$ cat src/design/bpq_pkg.sv
// Shared types and constants of the bounded priority queue.
// Used by the controller, the datapath and the top level; depends on nothing.
package bpq_pkg;

	// Storage geometry.
	localparam int QUEUE_DEPTH = 16;
	localparam int IDX_W       = $clog2(QUEUE_DEPTH);
	localparam int CNT_W       = $clog2(QUEUE_DEPTH + 1);

	// Field widths.
	localparam int VALUE_W = 32;
	localparam int PRIO_W  = 16;
	localparam int ENTRY_W = VALUE_W + PRIO_W;

	// Request kinds.
	localparam logic KIND_INSERT = 1'b0;
	localparam logic KIND_REMOVE = 1'b1;

	// Result status codes.
	typedef enum logic [1:0] {
		ST_OK        = 2'd0,
		ST_OVERFLOW  = 2'd1,
		ST_UNDERFLOW = 2'd2
	} status_t;

	// Commands from the controller to the datapath.
	typedef struct packed {
		logic    load;
		logic    write_tail;
		logic    start_scan;
		logic    scan;
		logic    start_shift;
		logic    shift;
		logic    finish;
		status_t code;
	} dp_cmd_t;

	// Status from the datapath to the controller.
	typedef struct packed {
		logic is_remove;
		logic full;
		logic empty;
		logic walk_done;
		logic out_free;
	} dp_sts_t;

endpackage

$ cat src/design/bounded_priority_queue_unit.sv
// Top level of the bounded priority queue; ties the controller to the datapath.
// Depends on bpq_pkg, bpq_ctrl and bpq_datapath.
//
// Holds up to 16 value/priority pairs in arrival order in a single RAM. The
// result is presented in the same cycle that the next request can be taken.
// The single RAM read port is walked once over all N entries, N being the
// entry count, to find the highest priority (earliest wins on ties), then over
// the entries behind the winner to move each down one place. One request is in
// flight at a time; a new request is taken once the previous result has been
// written to the output register, even while that result still waits to be
// taken.
module bounded_priority_queue_unit (
	input  logic                                clk,
	input  logic                                arst_n,
	input  logic                                in_valid,
	output logic                                in_ready,
	input  logic                                kind,
	input  logic signed [bpq_pkg::VALUE_W-1:0]  item_value,
	input  logic signed [bpq_pkg::PRIO_W-1:0]   item_priority,
	output logic                                out_valid,
	input  logic                                out_ready,
	output logic signed [bpq_pkg::VALUE_W-1:0]  removed_value,
	output logic [1:0]                          status,
	output logic [bpq_pkg::CNT_W-1:0]           occupancy
);

	bpq_pkg::dp_cmd_t cmd;
	bpq_pkg::dp_sts_t sts;

	bpq_ctrl u_ctrl (
		.clk     (clk),
		.arst_n  (arst_n),
		.in_valid(in_valid),
		.in_ready(in_ready),
		.sts     (sts),
		.cmd     (cmd)
	);

	bpq_datapath u_datapath (
		.clk          (clk),
		.arst_n       (arst_n),
		.kind         (kind),
		.item_value   (item_value),
		.item_priority(item_priority),
		.cmd          (cmd),
		.sts          (sts),
		.out_valid    (out_valid),
		.out_ready    (out_ready),
		.removed_value(removed_value),
		.status       (status),
		.occupancy    (occupancy)
	);

endmodule

$ cat src/design/bpq_ram.sv
// Generic single-write, single-read RAM with a registered read port.
// Standalone; no package dependency.
module bpq_ram #(
	parameter int WIDTH = 8,
	parameter int DEPTH = 16
) (
	input  logic                     clk,
	input  logic                     we,
	input  logic [$clog2(DEPTH)-1:0] waddr,
	input  logic [WIDTH-1:0]         wdata,
	input  logic [$clog2(DEPTH)-1:0] raddr,
	output logic [WIDTH-1:0]         rdata
);

	logic [WIDTH-1:0] mem_q [DEPTH];

	// Write port and registered read port.
	always_ff @(posedge clk) begin
		if (we) begin
			mem_q[waddr] <= wdata;
		end
		rdata <= mem_q[raddr];
	end

endmodule

$ cat src/design/bpq_datapath.sv
// Datapath of the bounded priority queue: entry RAM, count, scan/shift walker,
// best-entry tracking and the result register. Depends on bpq_pkg and bpq_ram.
module bpq_datapath (
	input  logic                                clk,
	input  logic                                arst_n,
	input  logic                                kind,
	input  logic signed [bpq_pkg::VALUE_W-1:0]  item_value,
	input  logic signed [bpq_pkg::PRIO_W-1:0]   item_priority,
	input  bpq_pkg::dp_cmd_t                    cmd,
	output bpq_pkg::dp_sts_t                    sts,
	output logic                                out_valid,
	input  logic                                out_ready,
	output logic signed [bpq_pkg::VALUE_W-1:0]  removed_value,
	output logic [1:0]                          status,
	output logic [bpq_pkg::CNT_W-1:0]           occupancy
);

	// Latched request.
	logic                                kind_q;
	logic signed [bpq_pkg::VALUE_W-1:0]  val_q;
	logic signed [bpq_pkg::PRIO_W-1:0]   prio_q;

	// Occupancy and walker.
	logic [bpq_pkg::CNT_W-1:0] count_q;
	logic [bpq_pkg::CNT_W-1:0] count_next;
	logic [bpq_pkg::CNT_W-1:0] ptr_q;
	logic                      pend_q;
	logic [bpq_pkg::IDX_W-1:0] pend_idx_s1;
	logic                      rd_issue;

	// Best entry found by the scan.
	logic [bpq_pkg::IDX_W-1:0]          best_idx_q;
	logic signed [bpq_pkg::PRIO_W-1:0]  best_prio_q;
	logic signed [bpq_pkg::VALUE_W-1:0] best_val_q;
	logic                               take_best;

	// Result register.
	logic                               out_valid_q;
	logic signed [bpq_pkg::VALUE_W-1:0] out_value_q;
	bpq_pkg::status_t                   out_status_q;
	logic [bpq_pkg::CNT_W-1:0]          out_count_q;

	// RAM ports.
	logic                               ram_we;
	logic [bpq_pkg::IDX_W-1:0]          ram_waddr;
	logic [bpq_pkg::ENTRY_W-1:0]        ram_wdata;
	logic [bpq_pkg::ENTRY_W-1:0]        ram_rdata;
	logic signed [bpq_pkg::PRIO_W-1:0]  rd_prio;
	logic signed [bpq_pkg::VALUE_W-1:0] rd_val;

	bpq_ram #(
		.WIDTH(bpq_pkg::ENTRY_W),
		.DEPTH(bpq_pkg::QUEUE_DEPTH)
	) u_ram (
		.clk  (clk),
		.we   (ram_we),
		.waddr(ram_waddr),
		.wdata(ram_wdata),
		.raddr(ptr_q[bpq_pkg::IDX_W-1:0]),
		.rdata(ram_rdata)
	);

	assign rd_prio = ram_rdata[bpq_pkg::ENTRY_W-1 -: bpq_pkg::PRIO_W];
	assign rd_val  = ram_rdata[bpq_pkg::VALUE_W-1:0];

	// The walker reads one entry per cycle while the pointer is below the count.
	assign rd_issue = (cmd.scan || cmd.shift) && (ptr_q < count_q);

	// An entry wins if it is the first one or has a strictly higher priority.
	assign take_best = cmd.scan && pend_q &&
		((pend_idx_s1 == '0) || (rd_prio > best_prio_q));

	// Writes come from an insert at the tail or from the shift moving an entry down.
	always_comb begin
		ram_we    = 1'b0;
		ram_waddr = count_q[bpq_pkg::IDX_W-1:0];
		ram_wdata = {prio_q, val_q};
		if (cmd.write_tail) begin
			ram_we = 1'b1;
		end else if (cmd.shift && pend_q) begin
			ram_we    = 1'b1;
			ram_waddr = pend_idx_s1 - bpq_pkg::IDX_W'(1);
			ram_wdata = ram_rdata;
		end
	end

	// Count after the current command.
	always_comb begin
		count_next = count_q;
		if (cmd.write_tail) begin
			count_next = count_q + bpq_pkg::CNT_W'(1);
		end else if (cmd.finish && (cmd.code == bpq_pkg::ST_OK) &&
				(kind_q == bpq_pkg::KIND_REMOVE)) begin
			count_next = count_q - bpq_pkg::CNT_W'(1);
		end
	end

	// Control registers.
	always_ff @(posedge clk or negedge arst_n) begin
		if (!arst_n) begin
			count_q     <= '0;
			ptr_q       <= '0;
			pend_q      <= 1'b0;
			out_valid_q <= 1'b0;
		end else begin
			count_q <= count_next;
			pend_q  <= rd_issue;
			if (cmd.start_scan) begin
				ptr_q <= '0;
			end else if (cmd.start_shift) begin
				ptr_q <= bpq_pkg::CNT_W'(best_idx_q) + bpq_pkg::CNT_W'(1);
			end else if (rd_issue) begin
				ptr_q <= ptr_q + bpq_pkg::CNT_W'(1);
			end
			if (cmd.finish) begin
				out_valid_q <= 1'b1;
			end else if (out_ready) begin
				out_valid_q <= 1'b0;
			end
		end
	end

	// Payload registers.
	always_ff @(posedge clk) begin
		if (cmd.load) begin
			kind_q <= kind;
			val_q  <= item_value;
			prio_q <= item_priority;
		end
		pend_idx_s1 <= ptr_q[bpq_pkg::IDX_W-1:0];
		if (take_best) begin
			best_idx_q  <= pend_idx_s1;
			best_prio_q <= rd_prio;
			best_val_q  <= rd_val;
		end
		if (cmd.finish) begin
			out_status_q <= cmd.code;
			out_count_q  <= count_next;
			if ((cmd.code == bpq_pkg::ST_OK) && (kind_q == bpq_pkg::KIND_REMOVE)) begin
				out_value_q <= best_val_q;
			end else begin
				out_value_q <= '0;
			end
		end
	end

	// Status toward the controller.
	assign sts.is_remove = (kind_q == bpq_pkg::KIND_REMOVE);
	assign sts.full      = (count_q == bpq_pkg::CNT_W'(bpq_pkg::QUEUE_DEPTH));
	assign sts.empty     = (count_q == '0);
	assign sts.walk_done = (ptr_q == count_q) && !pend_q;
	assign sts.out_free  = !out_valid_q || out_ready;

	assign out_valid     = out_valid_q;
	assign removed_value = out_value_q;
	assign status        = out_status_q;
	assign occupancy     = out_count_q;

	// The count never exceeds the capacity.
	a_count_bound: assert property (@(posedge clk) disable iff (!arst_n)
		count_q <= bpq_pkg::CNT_W'(bpq_pkg::QUEUE_DEPTH))
		else $error("entry count above capacity");

	// A shift write moves an occupied entry one place down, never from slot zero.
	a_shift_range: assert property (@(posedge clk) disable iff (!arst_n)
		(cmd.shift && pend_q) |->
		((pend_idx_s1 != '0) && (bpq_pkg::CNT_W'(pend_idx_s1) < count_q)))
		else $error("shift write outside occupied range");

	// A finished request is presented in the next cycle.
	a_finish_shows: assert property (@(posedge clk) disable iff (!arst_n)
		cmd.finish |=> out_valid_q)
		else $error("finished result not presented");

endmodule

$ cat src/design/bpq_ctrl.sv
// Controller state machine of the bounded priority queue.
// Sequences insert, scan, shift and result commands; depends on bpq_pkg.
module bpq_ctrl (
	input  logic             clk,
	input  logic             arst_n,
	input  logic             in_valid,
	output logic             in_ready,
	input  bpq_pkg::dp_sts_t sts,
	output bpq_pkg::dp_cmd_t cmd
);

	typedef enum logic [2:0] {
		S_IDLE,
		S_DECIDE,
		S_SCAN,
		S_SHIFT,
		S_FINISH
	} state_t;

	state_t           state_q;
	bpq_pkg::status_t code_q;

	// State and result code.
	always_ff @(posedge clk or negedge arst_n) begin
		if (!arst_n) begin
			state_q <= S_IDLE;
			code_q  <= bpq_pkg::ST_OK;
		end else begin
			unique case (state_q)
				S_IDLE: begin
					if (in_valid) begin
						state_q <= S_DECIDE;
					end
				end
				S_DECIDE: begin
					if (!sts.is_remove) begin
						code_q  <= sts.full ? bpq_pkg::ST_OVERFLOW : bpq_pkg::ST_OK;
						state_q <= S_FINISH;
					end else if (sts.empty) begin
						code_q  <= bpq_pkg::ST_UNDERFLOW;
						state_q <= S_FINISH;
					end else begin
						code_q  <= bpq_pkg::ST_OK;
						state_q <= S_SCAN;
					end
				end
				S_SCAN: begin
					if (sts.walk_done) begin
						state_q <= S_SHIFT;
					end
				end
				S_SHIFT: begin
					if (sts.walk_done) begin
						state_q <= S_FINISH;
					end
				end
				S_FINISH: begin
					if (sts.out_free) begin
						state_q <= S_IDLE;
					end
				end
				default: begin
					state_q <= S_IDLE;
				end
			endcase
		end
	end

	// Command decode.
	always_comb begin
		cmd      = '0;
		cmd.code = code_q;
		in_ready = (state_q == S_IDLE);
		unique case (state_q)
			S_IDLE: begin
				cmd.load = in_valid;
			end
			S_DECIDE: begin
				cmd.write_tail = !sts.is_remove && !sts.full;
				cmd.start_scan = sts.is_remove && !sts.empty;
			end
			S_SCAN: begin
				cmd.scan        = 1'b1;
				cmd.start_shift = sts.walk_done;
			end
			S_SHIFT: begin
				cmd.shift = 1'b1;
			end
			S_FINISH: begin
				cmd.finish = sts.out_free;
			end
			default: begin
				cmd.load = 1'b0;
			end
		endcase
	end

	// A result is only written when the output register can take it.
	a_finish_free: assert property (@(posedge clk) disable iff (!arst_n)
		cmd.finish |-> sts.out_free)
		else $error("result written over a pending result");

	// A loaded request is always decided in the next cycle.
	a_load_decide: assert property (@(posedge clk) disable iff (!arst_n)
		cmd.load |=> (state_q == S_DECIDE))
		else $error("loaded request not decided");

	// An insert never writes into a full store.
	a_no_full_write: assert property (@(posedge clk) disable iff (!arst_n)
		cmd.write_tail |-> !sts.full)
		else $error("insert into full store");

endmodule
$ cat config.mk
export PLATFORM = sky130hd
export DESIGN_NAME = bounded_priority_queue_unit
export DESIGN_NICKNAME = d
export VERILOG_FILES = /design/src/design/bpq_pkg.sv /design/src/design/bounded_priority_queue_unit.sv /design/src/design/bpq_ram.sv /design/src/design/bpq_datapath.sv /design/src/design/bpq_ctrl.sv
export SDC_FILE = /design/constraint.sdc
export NUM_CORES = 1
export LEC_CHECK = 0
export BUFFER_PORTS_ARGS = -buffer_cell sky130_fd_sc_hd__buf_2
export CAP_MARGIN = 20
export CORE_ASPECT_RATIO = 0.5
export CORE_MARGIN = 1.5
export CORE_UTILIZATION = 35
export DETAILED_ROUTE_END_ITERATION = 16
export HOLD_SLACK_MARGIN = 0.02
export PLACE_DENSITY = 0.55
export SLEW_MARGIN = 20
export SYNTH_ARGS = -nofsm -noshare
export SYNTH_HDL_FRONTEND = slang
export SYNTH_SLANG_ARGS = --single-unit
$ cat constraint.sdc
create_clock -name clk -period 4.5 [get_ports clk]
set_input_delay 0 -clock clk [delete_from_list [all_inputs] [get_ports clk]]
set_output_delay 0 -clock clk [all_outputs]
set_load 0.1 [all_outputs]
==> flow_summary.yaml, run 1 <==
yosys:
  synth.avg_cell_area_um2: 21.77
  postSynthCellCount: 1685
  ys_types: 53
  synth_top_cell_by_area: "edfxtp_1"
  seq_area_frac_synth_pct: 78.32
  ys_ff_latch: 977
  syn_area_um2: 36690
  syn-num-nets: 1765
  ys_warn_count: 0
  yosys-top-cells-area: "edfxtp_1 (74%), mux4_2 (15%), dfxtp_1 (2.8%), nand2_1 (1.6%), dfrtp_1 (1.2%)"
  async_reset_ff_share_pct: 1.740
  synth_edf_count: 908
  synth_top_area_share_pct: 74.32
  synthFlopType: "edfxtp_1"
grt:
  grt_pass1_vias: 17420
  antenna_found_initial: 0
  grt_overflow: 0
  grt_usage_pct: 15.44
  grt_max_degree: 67
  grt_first_pass_wirelength_um: 120100
power:
  ir_drop_mv: 0.3252
  p_int_mw: 18.13
  p_leak_nw: 13.70
  power_switching_mw: 7.416
  powerDensity_nw_per_um2: 599.3
  total_power_mw: 25.55
  combPwrFrac_pct: 23.6
  sw_frac_of_total_pct: 29.03
  clkPwrFrac_pct: 29.4
  power_frac_seq_pct: 47.0
route:
  wire_per_inst_um: 24.05
  drtAntennaViolNets: 0
  met1_length_um: 38380
  first_pass_iters: 5
  wl_um: 81110
  first_iter_violations: 1783
  via_per_inst: 5.028
  via_count: 16960
  dr_wl_met3_um: 3368
  routed.top_layer: "met4"
  drcViolationCount: 0
  wl_met2_um: 38050
sta:
  rsz0062_at_grt: "false"
  setup_viol: 0
  worstMarginPinSlew_ns: 1.132
  post-route-period-util_pct: 79.68
  finalClockSkew_ns: 0.01919
  min_period_ns: 3.586
  slew_headroom_pct: 24.55
  hold_viol_final: 0
  setup_tns_ns: 0
  hold_slack_ns: 0.06620
  layout_setup_ws_ns: 0.9143
  clock.fmax_mhz: 278.9
  drv_slew: 0
floorplanning:
  row_count: 83
  die_y_um: 231.9
  io_pins: 94
  die_w_um: 460.9
  core_um2: 103200
  start_util_pct: 35.54
  dieArea_um2: 106900
placement:
  portBuffers: 93
  hpwl_um: 42390
  place_worst_setup_slack_ns: 0.8709
  place.gp.congestion: 0.7543
  dpl-instance-area_um2: 39120
  dp.cells: 3140
run_status:
  outcome: "finished, final reports clean"
cts:
  cts_root_buf: "clkbuf_16"
  cts_buffers: 92
  clkTransAtPathRegs_ns: 0.06
  cts.sinks: 977
  clk_path_buf_depth: 3
  ctsHtreeMaxLevel: 3
  clock_latency_ns: 0.65
  cts_tree: "done"
critical_path:
  critPathKind: "flip-flop to flip-flop"
  arrival_ns: 3.91
  required_ns: 4.82
  cp_max_fo: 29
  cp-start-kind: "flip-flop"
  end_kind: "flip-flop"
hold_path:
  hold_class: "input port to flip-flop"
finish:
  final_area_um2: 42630
  antennaDiodeCount: 0
  fin_util_pct: 41.29
  fin_nets: 1972
  final_cells: 3373
  areaGrowthSynthToFinish_pct: 16.20
  drive_above_1_share_pct: 27.04
  fillCellCount: 9046
job:
  drv_cap: 0
-- layout make-up --
| class | count | area [um2] | share of cell area (%) |
|---|---|---|---|
| Multi-Input combinational cell | 603 | 7615 | 17.86 |
| Tap cell | 1402 | 1754 | 4.115 |
| Clock inverter | 36 | 274.0 | 0.6428 |
| Clock buffer | 137 | 2634 | 6.179 |
| Sequential cell | 977 | 28750 | 67.44 |
| Inverter | 27 | 101.3 | 0.2378 |
| Timing Repair Buffer | 191 | 1501 | 3.522 |
-- worst paths after layout --
check / slack (ns) / from / endpoint / depth (start not counted)
setup reg to reg: 0.91 / u_ctrl.state_q[2] / u_datapath.u_ram.mem_q[11][29] / 5
setup / recovery: 0.91 / u_ctrl.state_q[2] / u_datapath.u_ram.mem_q[11][29] / 5
hold reg to reg: 0.43 / u_datapath.u_ram.rdata[17] / u_datapath.best_val_q[17] / 0
hold / removal: 0.07 / item_priority[10] / u_datapath.prio_q[10] / 2
max in group asynchronous: 3.31 / arst_n / u_datapath.ptr_q[2] / 3
min in group asynchronous: 0.57 / arst_n / u_datapath.count_q[0] / 3
-- synthesized netlist by cell type, types with 2 or more instances --
master      n
a211oi_1    2
a21o_1      2
a21oi_1     9
a22oi_1     5
a31oi_1     7
a32oi_1     4
and2_1     34
and3_1      2
and4b_1     2
buf_1       8
buf_2       9
buf_4      11
buf_6       7
clkbuf_1   42
dfrtp_1    17
dfxtp_1    52
edfxtp_1  908
ha_1       27
inv_1      27
mux2_2      2
mux2i_1     3
mux4_2    240
nand2_1   159
nand2b_1    4
nand3_1     5
nand4_1     5
nor2_1     36
nor2b_1     3
nor3_1      6
nor3b_1     4
nor4_1      2
o21ai_0    12
xnor2_1     7
xor2_1      3
-- worst max-delay path, cell delays in order, from the launching register on --
cell and delay [ns]:
dfrtp_1 0.49, nand2b_1 0.28, or2_2 0.67, a32oi_1 0.53, nor2_4 0.93, buf_12 0.32
-- cell families (layout without fill, tap and decap cells) --
kind of cell             Yosys count  in the layout  share of synthesized area, %
AO/OA/AOI/OAI                     50             50                        0.9345
XOR/XNOR                          10             10                        0.2388
adder cells (fa/ha/maj)           27             27                        0.9209
buffers and inverters            105            391                         1.364
flip-flops                       977            977                         78.32
multiplexers                     245            245                         14.88
AND/OR/NAND/NOR                  271            271                         3.342
-- layer usage --
metal | GRT usage [%] | vias up
met5 | 0 | -
met4 | 3.558 | 0
met3 | 2.283 | 96
met2 | 24.03 | 396
met1 | 22.94 | 9161
li1 | - | 7306
-- power by group through the flow --
stage	sequential [mW]	clock (mW)	combinational, mW
after floorplan	12.3	0	4.18
after global placement	12.2	0	6.06
after detailed placement	12.2	0	6.11
after CTS	12.0	7.69	6.17
after global routing	12.1	8.02	6.53
final	12.0	7.52	6.02
-- registers in the layout, summed over array words and instances, names as in the netlist, 16 cells and up --
register,count
u_datapath.u_ram.mem_q,768
u_datapath.u_ram.rdata,48
u_datapath.best_val_q,32
u_datapath.removed_value,32
u_datapath.val_q,32
u_datapath.best_prio_q,16
u_datapath.prio_q,16
-- cell usage in the layout, fill, tap and decap left out, drive strengths merged, types with 5 or more instances in the layout --
master,n
mux4,240
a22oi,5
xnor2,7
clkinv,30
inv,30
buf,131
edfxtp,908
nor2,36
dlygate4sd3,60
nor3,6
nand2,159
and2,35
dfxtp,52
a21oi,9
ha,27
nand3,5
clkbuf,137
a31oi,7
o21ai,13
dfrtp,17
nand4,5
-- timing repair --
action | 4_1_cts | 5_1_grt
resized for setup | 0 | 0
hold endpoints to repair | 69 | 0
hold buffers | 60 | 0
buffers inserted | 0 | 0
setup endpoints to repair | 0 | 0
Note: power is estimated with default switching activity, not from simulation.
==> run 2, diff against run 1 <==
Settings changed: PLACE_DENSITY 0.55 to 0.53.
Clock period 4.5 ns to 3.6 ns, I/O delays scaled along.
==> flow_summary.yaml, run 2 (synthesis results as in run 1) <==
run_status:
  outcome: "finished, final reports clean"
grt:
  grt_usage_pct: 15.39
  antenna_found_initial: 2
  grt_pass1_vias: 17300
  grt_overflow: 0
  grt_max_degree: 102
  grt_first_pass_wirelength_um: 119600
route:
  wire_per_inst_um: 23.71
  via_per_inst: 4.958
  first_iter_violations: 1260
  drtAntennaViolNets: 0
  via_count: 16970
  wl_um: 81180
  drcViolationCount: 0
  first_pass_iters: 5
sta:
  hold_viol_final: 0
  setup_viol: 0
  rsz0062_at_grt: "false"
  worstMarginPinSlew_ns: 1.147
  slew_headroom_pct: 23.53
  layout_setup_ws_ns: 0.3881
  post-route-period-util_pct: 89.22
  drv_slew: 0
  clock.fmax_mhz: 311.3
  min_period_ns: 3.212
  setup_tns_ns: 0
  finalClockSkew_ns: 0.02369
power:
  ir_drop_mv: 0.3614
  p_leak_nw: 14.01
  powerDensity_nw_per_um2: 747.6
floorplanning:
  row_count: 83
  start_util_pct: 35.54
  die_y_um: 231.9
  core_um2: 103200
  dieArea_um2: 106900
  io_pins: 94
  die_w_um: 460.9
critical_path:
  end_kind: "flip-flop"
  critPathKind: "flip-flop to flip-flop"
  arrival_ns: 3.55
  cp_common_cell: "nand4_1"
  required_ns: 3.94
  path_cells: "ha_1 > nand4_1 > nor4_1 > o21ai_0 > nand4_1 > o211a_4 > buf_12"
  cp_slowest_cell: "nor4_1"
  max_stage_delay_ns: 0.61
  cp_max_fo: 30
  cp-start-kind: "flip-flop"
placement:
  place_worst_setup_slack_ns: 0.2931
  dp.cells: 3156
  portBuffers: 93
  dpl-instance-area_um2: 39350
  place.gp.congestion: 0.7354
  hpwl_um: 44880
cts:
  ctsHtreeMaxLevel: 3
  clock_latency_ns: 0.66
  clk_path_buf_depth: 3
  cts_tree: "done"
  cts_root_buf: "clkbuf_16"
  cts.repair.resized: 0
  clkTransAtPathRegs_ns: 0.07
  cts_buffers: 91
  cts.sinks: 977
finish:
  layout_common_cells: "edfxtp_1 (908), mux4_2 (240), nand2_1 (159)"
  final_area_um2: 43350
  areaGrowthSynthToFinish_pct: 18.17
  largest-register: "u_datapath.u_ram.mem_q"
  layout_commonest_cell: "edfxtp_1"
  fin_nets: 2024
  drive_above_1_share_pct: 27.57
  reg_top3: "u_datapath.u_ram.mem_q: 768 flops, u_datapath.u_ram.rdata: 48 flops"
  largest_reg_flops: 768
  final_cells: 3423
hold_path:
  hold_class: "input port to flip-flop"
job:
  drv_cap: 0
[run 2: cell types whose count changed in the layout (fill, tap and decap cells not counted), sizes merged, moves of 3 or more]
cell	change
bufinv	+5
inv	-3
dlygate4sd3	+37
buf	+16
clkbuf	-15
clkinv	+7
[run 2: layout make-up]
cell class                 instances  area [um2]
antenna                            1       2.502
clock buffer                     122        2537
clock inverter                    47       485.5
fill                            8989       59880
inverter                          27       101.3
multi-input combinational        603        7617
sequential                       977       28750
tap                             1402        1754
timing repair buffer             244        2105
[run 2: worst max-delay path: cells and delay by family (launching register included)]
kind | cells | cell delay, ns
AND/OR/NAND/NOR | 3 | 0.97
adder cells (fa/ha/maj) | 1 | 0.32
flip-flops | 1 | 0.34
buffers and inverters | 1 | 0.28
AO/OA/AOI/OAI | 2 | 0.88
[run 2: timing repair]
item,CTS,global route
endpoints found under the hold margin,69,0
hold buffers,97,0
buffers inserted,0,0
[run 2: report_power, final]
| group | leakage, nW | switching, mW | internal, mW |
|---|---|---|---|
| Combinational | 3.68 | 4.67 | 3.21 |
| Clock | 1.49 | 4.18 | 5.55 |
| Sequential | 8.85 | 0.540 | 14.3 |
[run 2: path summary, 6_finish.rpt]
path	cells after the start	from	end	slack [ns]
max	7	u_datapath.u_ram.rdata[47]	u_datapath.best_val_q[18]	0.39
min	2	item_value[25]	u_datapath.val_q[25]	0.09
max reg2reg	7	u_datapath.u_ram.rdata[47]	u_datapath.best_val_q[18]	0.39
min reg2reg	0	u_datapath.u_ram.rdata[30]	u_datapath.best_val_q[30]	0.43
max in group asynchronous	3	arst_n	u_datapath.ptr_q[2]	2.41
min in group asynchronous	3	arst_n	u_ctrl.state_q[2]	0.55
[run 2: routing by layer]
layer | track usage, % | vias to the layer above | part of all wire, %
met4 | 3.940 | 0 | 1.8
li1 | - | 7393 | -
met2 | 23.62 | 328 | 46
met5 | 0 | - | 0
met3 | 2.440 | 106 | 3.9
met1 | 22.91 | 9143 | 48
[run 2: per-stage QoR]
stage | util [%] | hold slack (ns) | total power, mW
4_1_cts | 41.99 | 0.02898 | 32.90
3_3_place_gp | 38.12 | -0.03516 | 22.98
3_5_place_dp | 38.12 | -0.02756 | 23.06
6_report | 42.00 | 0.08979 | 32.41
2_1_floorplan | - | -0.2956 | 20.59
5_1_grt | 41.99 | 0.05604 | 33.84
